**config.mk**
```make
export PLATFORM = sky130hd
export DESIGN_NAME = cfst_cell
export DESIGN_NICKNAME = d
export VERILOG_FILES = /design/src/cfst_pkg.sv /design/src/cfst_cell.sv
export SDC_FILE = /design/constraint.sdc
export NUM_CORES = 1
export LEC_CHECK = 0
export ABC_CLOCK_PERIOD_IN_PS = 2700
export BUFFER_PORTS_ARGS = -buffer_cell sky130_fd_sc_hd__buf_2
export CORE_AREA = 2 2 204 206
export DETAILED_ROUTE_END_ITERATION = 8
export DIE_AREA = 0 0 206 208
export GPL_ROUTABILITY_DRIVEN = 0
export SYNTH_ARGS = -nofsm -noshare
export SYNTH_HDL_FRONTEND = slang
export SYNTH_SLANG_ARGS = --single-unit
```
**constraint.sdc**
```tcl
create_clock -name clk -period 2.7 [get_ports clk]
set_input_delay 0.54 -clock clk [delete_from_list [all_inputs] [get_ports clk]]
set_output_delay 0.54 -clock clk [all_outputs]
set_load 0.03 [all_outputs]
```
**src/cfst_pkg.sv**
```systemverilog
// Types and constants shared by the CAN frame statistics table.
`timescale 1ns / 1ps
`default_nettype none
package cfst_pkg;

  // Operation codes
  localparam logic OP_FRAME = 1'b0;
  localparam logic OP_READ  = 1'b1;

  // Register indexes
  localparam logic REG_DIAG_LOW  = 1'b0;
  localparam logic REG_DIAG_HIGH = 1'b1;

  // Register reset values
  localparam logic [10:0] DIAG_LOW_RST  = 11'h7e8;
  localparam logic [10:0] DIAG_HIGH_RST = 11'h7ef;

  // Number of key bits from the data field used for diagnostic identifiers
  localparam int DIAG_KEY_W = 24;

  typedef struct packed {
    logic        operation;
    logic [28:0] frame_id;
    logic        frame_extended;
    logic        frame_remote;
    logic [3:0]  frame_length;
    logic [31:0] frame_data_low;
    logic [31:0] frame_data_high;
    logic [5:0]  read_index;
  } in_t;

  typedef struct packed {
    logic        entry_valid;
    logic [5:0]  entry_index;
    logic [28:0] entry_id;
    logic        entry_extended;
    logic        entry_remote;
    logic [3:0]  entry_length;
    logic [31:0] entry_data_low;
    logic [31:0] entry_data_high;
    logic [31:0] entry_count;
    logic [6:0]  table_fill;
    logic        frame_dropped;
  } out_t;

  // Token travelling down the row of cells
  typedef struct packed {
    logic done;    // a cell has already handled this transaction
    logic append;  // the handling cell took a new entry
    logic diag;    // identifier lies in the diagnostic range
    in_t  req;
    out_t res;
  } tok_t;

endpackage
`default_nettype wire

```
**src/cfst_cell.sv**
```systemverilog
// One table entry: stored fields plus a token stage passed to the next cell.
`timescale 1ns / 1ps
`default_nettype none
module cfst_cell #(
  parameter int TABLE_DEPTH = 64,
  parameter int INDEX       = 0
) (
  input  wire logic                                 clk,
  input  wire logic                                 rst_n,
  input  wire logic [$clog2(TABLE_DEPTH + 1) - 1:0] fill,
  input  wire logic                                 tok_in_active,
  input  wire cfst_pkg::tok_t                       tok_in,
  output logic                                      tok_out_active,
  output cfst_pkg::tok_t                            tok_out
);
  import cfst_pkg::*;

  localparam int FILL_W = $clog2(TABLE_DEPTH + 1);
  localparam int CW     = (FILL_W > 6) ? FILL_W : 6;

  logic [28:0]   id_r,    id_nxt;
  logic          ext_r,   ext_nxt;
  logic          rtr_r,   rtr_nxt;
  logic [3:0]    len_r,   len_nxt;
  logic [63:0]   data_r,  data_nxt;
  logic [31:0]   count_r, count_nxt;
  logic          active_r;
  tok_t          tok_r,   tok_nxt;

  logic          in_use;
  logic          at_end;
  logic          pending;
  logic [63:0]   data_in;
  logic          hit;
  logic          add;
  logic          rd;

  // Position of this cell against the current fill
  assign in_use  = CW'(INDEX) < CW'(fill);
  assign at_end  = CW'(INDEX) == CW'(fill);
  assign pending = tok_in_active && !tok_in.done;
  assign data_in = {tok_in.req.frame_data_high, tok_in.req.frame_data_low};

  // Match, append and read decisions
  always_comb begin
    hit = pending && (tok_in.req.operation == OP_FRAME) && in_use &&
          (id_r == tok_in.req.frame_id) &&
          (!tok_in.diag ||
           (data_r[DIAG_KEY_W-1:0] == data_in[DIAG_KEY_W-1:0]));
    add = pending && (tok_in.req.operation == OP_FRAME) && at_end;
    rd  = pending && (tok_in.req.operation == OP_READ) && in_use &&
          (CW'(INDEX) == CW'(tok_in.req.read_index));
  end

  // Entry update
  always_comb begin
    id_nxt    = id_r;
    ext_nxt   = ext_r;
    rtr_nxt   = rtr_r;
    len_nxt   = len_r;
    data_nxt  = data_r;
    count_nxt = count_r;
    if (hit) begin
      len_nxt   = tok_in.req.frame_length;
      data_nxt  = data_in;
      count_nxt = count_r + 32'd1;
    end else if (add) begin
      id_nxt    = tok_in.req.frame_id;
      ext_nxt   = tok_in.req.frame_extended;
      rtr_nxt   = tok_in.req.frame_remote;
      len_nxt   = tok_in.req.frame_length;
      data_nxt  = data_in;
      count_nxt = 32'd1;
    end
  end

  // Token update: the handling cell loads its entry into the result
  always_comb begin
    tok_nxt = tok_in;
    if (hit || add || rd) begin
      tok_nxt.done                = 1'b1;
      tok_nxt.append              = add;
      tok_nxt.res.entry_valid     = 1'b1;
      tok_nxt.res.entry_index     = 6'(INDEX);
      tok_nxt.res.entry_id        = id_nxt;
      tok_nxt.res.entry_extended  = ext_nxt;
      tok_nxt.res.entry_remote    = rtr_nxt;
      tok_nxt.res.entry_length    = len_nxt;
      tok_nxt.res.entry_data_low  = data_nxt[31:0];
      tok_nxt.res.entry_data_high = data_nxt[63:32];
      tok_nxt.res.entry_count     = count_nxt;
    end
  end

  // Entry storage
  always_ff @(posedge clk) begin
    id_r    <= id_nxt;
    ext_r   <= ext_nxt;
    rtr_r   <= rtr_nxt;
    len_r   <= len_nxt;
    data_r  <= data_nxt;
    count_r <= count_nxt;
    tok_r   <= tok_nxt;
  end

  always_ff @(posedge clk) begin
    if (!rst_n) begin
      active_r <= 1'b0;
    end else begin
      active_r <= tok_in_active;
    end
  end

  assign tok_out_active = active_r;
  assign tok_out        = tok_r;

endmodule
`default_nettype wire

```
Yosys cells after proc, flatten, opt, wreduce, memory -nomap -nowiden
Cells that the tools add are included.

word-level totals
  latch bits = 0
  ROM bits = 0
  register bits = 387
  memories kept = 0
  word-level logic and storage cells = 64
  memory bits (writable) = 0

operators by class
  equal/unequal tests = 2
  multiplexer cells = 14
  bitwise operators = 1
  divide/modulo/power cells = 0
  add/subtract/negate cells = 1
  order comparisons = 1
  reduce and logical (&&, ||, !) cells = 16
  multiply operators = 0
  shifts and indexed selects = 0

operators with widths
  cell                                                                 count
  131-bit two-way mux                                                  1
  64-bit two-way mux                                                   2
  32-bit two-way mux                                                   2
  29-bit two-way mux                                                   2
  32-bit by 1-bit adder with 32-bit output, second input constant      1
  29-bit == test                                                       1
  24-bit == test                                                       1
  1-bit logical AND                                                    9
  4-bit two-way mux                                                    2
  7-bit logical NOT                                                    1
  1-bit by 7-bit < comparator with 1-bit output, first input constant  1
  6-bit logical NOT                                                    1
  1-bit two-way mux                                                    5
  1-bit logical OR                                                     3
  1-bit logical NOT                                                    2
  1-bit inverter                                                       1

Logic depth before layout (Yosys ltp)
  depth in word-level cells = 9
  depth in mapped cells = 10

Worst setup path after synthesis
No wires, ideal clock.

  path type = input port to flip-flop
  start = input port tok_in[251] (netlist name)
  end = register tok_r, in the netlist tok_out[28]
  buffers on the path = 1
  stages on the path = 7
  arrival time = 2.756 ns
  slack = -0.135 ns
  data required time = 2.621 ns
  path through = or3b_4 > or4b_1 > or4_4 > nand2b_4 > buf_6 > or4_4 > o211ai_1

RTL lines
  item                  line              RTL
  start, declared       cfst_cell.sv:12   input wire cfst_pkg::tok_t tok_in,
  end signal, assigned  cfst_cell.sv:103  tok_r <= tok_nxt;
  end, declared         cfst_cell.sv:28   tok_t tok_r, tok_nxt;

==> impl_metrics.toml <==
[outcome]
outcome = "finished, final reports clean"

[clock_network]
tritoncts = "yes"
cts_buffer_depth = 3
root_buffer = "clkbuf_16"
clock_latency_ns = 0.56
clk_pin_slew_ns = 0.06
cts.sinks = 387
hold_buffers = 0
cts_max_level = 2
cts_buffers = 42

[yosys]
synthesis.nets = 1550
synth_cell_types = 49
synth_seq_area_share_pct = 60.0
syn_area_mm2 = 0.0129
yosys_warnings = 0
async_flop_share_pct = 0
syn_area_per_cell_um2 = 10.1
synth_edf_count = 0
synth_area_leaders = "dfxtp_1 60%, nand2_1 9.5%, mux2i_1 5.3%"
yosysTopAreaCell = "dfxtp_1"
ys_ff_latch = 387
netlist_instances = 1284
synth_ff_type = "dfxtp_1"
synth_top_cell_area_share_pct = 60.0

[min_path]
hp-class = "input port to register"

[sta]
rsz0062_at_grt = "yes"
setup_tns_ns = 0
slew_headroom_pct = 61.5
fin_crit_sh_pct = 96.9
fmax_mhz = 382
tightestPinTransition_ns = 0.572
hold_viol = 0
fin_skew_ns = 0.0136
finalMaxSlewViolations = 0
layout_setup_ws_ns = 0.0825
setup_viol = 0
min_period_ns = 2.62

[grt]
grt_max_degree = 55
grt_pass1_wl_um = 64300
antenna_found_initial = 4
grt_use_total_pct = 19.5
gr-total-overflow = 0
grt_pass1_vias = 11537

[die]
die_height_um = 208
rows = 74
core_area_mm2 = 0.0406
initial_core_util_pct = 31.9
die_w_um = 206
die_area_mm2 = 0.0428
io_pins = 521

[drt]
dr.pass1.iters = 5
wl_um = 43300
avgViaCountPerCell = 4.60
dr.first_iter.drc_count = 572
dr_total_vias = 11397
antenna_left = 0
wire_per_inst_um = 17.5
drc = 0

[placed_design]
dp_slack_ns = -0.466
placed_cells = 2395
numPortBuffers = 520
dpl_cell_area_mm2 = 0.0170
post-dp-hpwl_um = 33200

[setup_path]
arrival_ns = 3.05
crit_type = "register to register"
cp.required_ns = 3.13
cp_max_fo = 13
critPathCaptureType = "register"
critPathLaunchType = "register"

[final_layout]
final_cell_area_mm2 = 0.0186
utilization_pct = 45.8
post_route_cells_drive_above_1_share_pct = 40.1
fin_nets = 2178
fin_cells = 2475
area_delta_synth_final_pct = 43.8

[power]
vdd_drop_max_mv = 0.552
internal-power_mw = 9.69
combPwrFrac_pct = 9.6
leakage_nw = 9.59
p_sw_share_pct = 24.5
pwr-share-clk_pct = 43.3
seqPwrFrac_pct = 47.1
power.switching_mw = 3.14
powerDensity_mw_per_mm2 = 691

[run]
max_cap_viol_count = 0
-- sequential cells by signal, summed over array words and instances, names as in the netlist --
name / count
tok_out: 255
data_r: 64
count_r: 32
id_r: 29
len_r: 4
ext_r: 1
rtr_r: 1
tok_out_active: 1
-- critical path, stage by stage (launching register included) --
cell	delay, ns
dfxtp_2	0.33
xnor2_2	0.18
nand4_1	0.17
or4b_1	0.52
or4_4	0.50
o21a_4	0.31
and3_1	0.19
a211o_1	0.28
-- routing by layer --
layer | GRT usage [%] | part of all wire, % | vias to the layer above
met5 | 0 | 0 | -
met4 | 7.49 | 3.2 | 0
met3 | 5.95 | 8.5 | 76
met2 | 33.9 | 49 | 440
met1 | 22.1 | 39 | 5245
li1 | - | - | 5636
-- stage by stage --
step	power [mW]	hold slack [ns]
floorplan	6.78	0.413
global placement	7.39	0.422
detailed placement	7.40	0.428
CTS	13.0	0.0518
global route	13.3	0.0495
finish	12.8	0.0879
-- power groups by stage --
stage	Clock (mW)	Combinational (mW)	Sequential, mW
floorplan	0	0.195	6.58
global placement	0	1.22	6.17
detailed placement	0	1.23	6.17
CTS	5.73	1.24	6.05
global route	5.94	1.31	6.07
finish	5.56	1.23	6.05
-- cells in the mapped netlist, types with 2 or more instances --
cell	count
o21ai_0	116
a211o_1	22
xor2_1	50
a221o_1	4
and3_1	41
o21a_1	2
or2_2	3
nor4bb_1	2
o211ai_1	3
or3_1	3
buf_1	4
xnor2_1	8
a21oi_1	4
mux2i_1	69
nand3_1	18
or4_1	3
nor4_1	22
nor3_1	15
mux2_2	31
and4_1	2
nor3b_1	7
a211oi_1	3
nor2_1	22
and2_1	3
dfxtp_1	387
inv_1	4
buf_4	3
o31ai_1	3
a21o_1	25
or4b_1	2
nand4_1	8
clkbuf_1	44
nand2_1	326
buf_2	9
or4_4	2
-- final timing paths --
path	startpoint	endpoint	slack, ns	cells past startpoint
setup / recovery	id_r[1]	tok_out[12]	0.08	7
hold / removal	tok_in[6]	tok_out[6]	0.09	1
setup reg to reg	id_r[1]	tok_out[12]	0.08	7
hold reg to reg	data_r[45]	data_r[45]	0.43	2
-- kinds of logic after synthesis --
family | Yosys count | synth area share (%)
AND/OR/NAND/NOR | 486 | 17.0
flip-flops | 387 | 60.0
AO/OA/AOI/OAI | 187 | 8.84
multiplexers | 100 | 8.05
buffers and inverters | 65 | 2.12
XOR/XNOR | 58 | 3.93
adder cells (fa/ha/maj) | 1 | 0.0968
-- final cells by class --
type	instances	area, µm²
Antenna cell	3	7.51
Multi-Input combinational cell	835	5110
Timing Repair Buffer	642	3700
Inverter	4	15.0
Clock inverter	12	123
Tap cell	532	666
Clock buffer	60	1200
Fill cell	3868	22000
Sequential cell	387	7750
-- layout by cell type (no fill, tap or decap), types with 22 or more instances in the layout --
master / count
clkbuf_16: 44
nand2_1: 324
buf_2: 520
mux2i_1: 69
and3_1: 41
xor2_1: 50
o21ai_0: 111
buf_4: 107
dfxtp_1: 385
a21o_1: 25
a211o_1: 22
mux2_2: 31
-- timing repair --
item | 4_1_cts | 5_1_grt
setup buffers | 0 | 1
gates cloned | 1 | 3
gates resized for setup | 7 | 25
endpoints found under the setup margin | 151 | 184
pin swaps | 0 | 3
No activity file was read; power rests on OpenSTA's default activity.
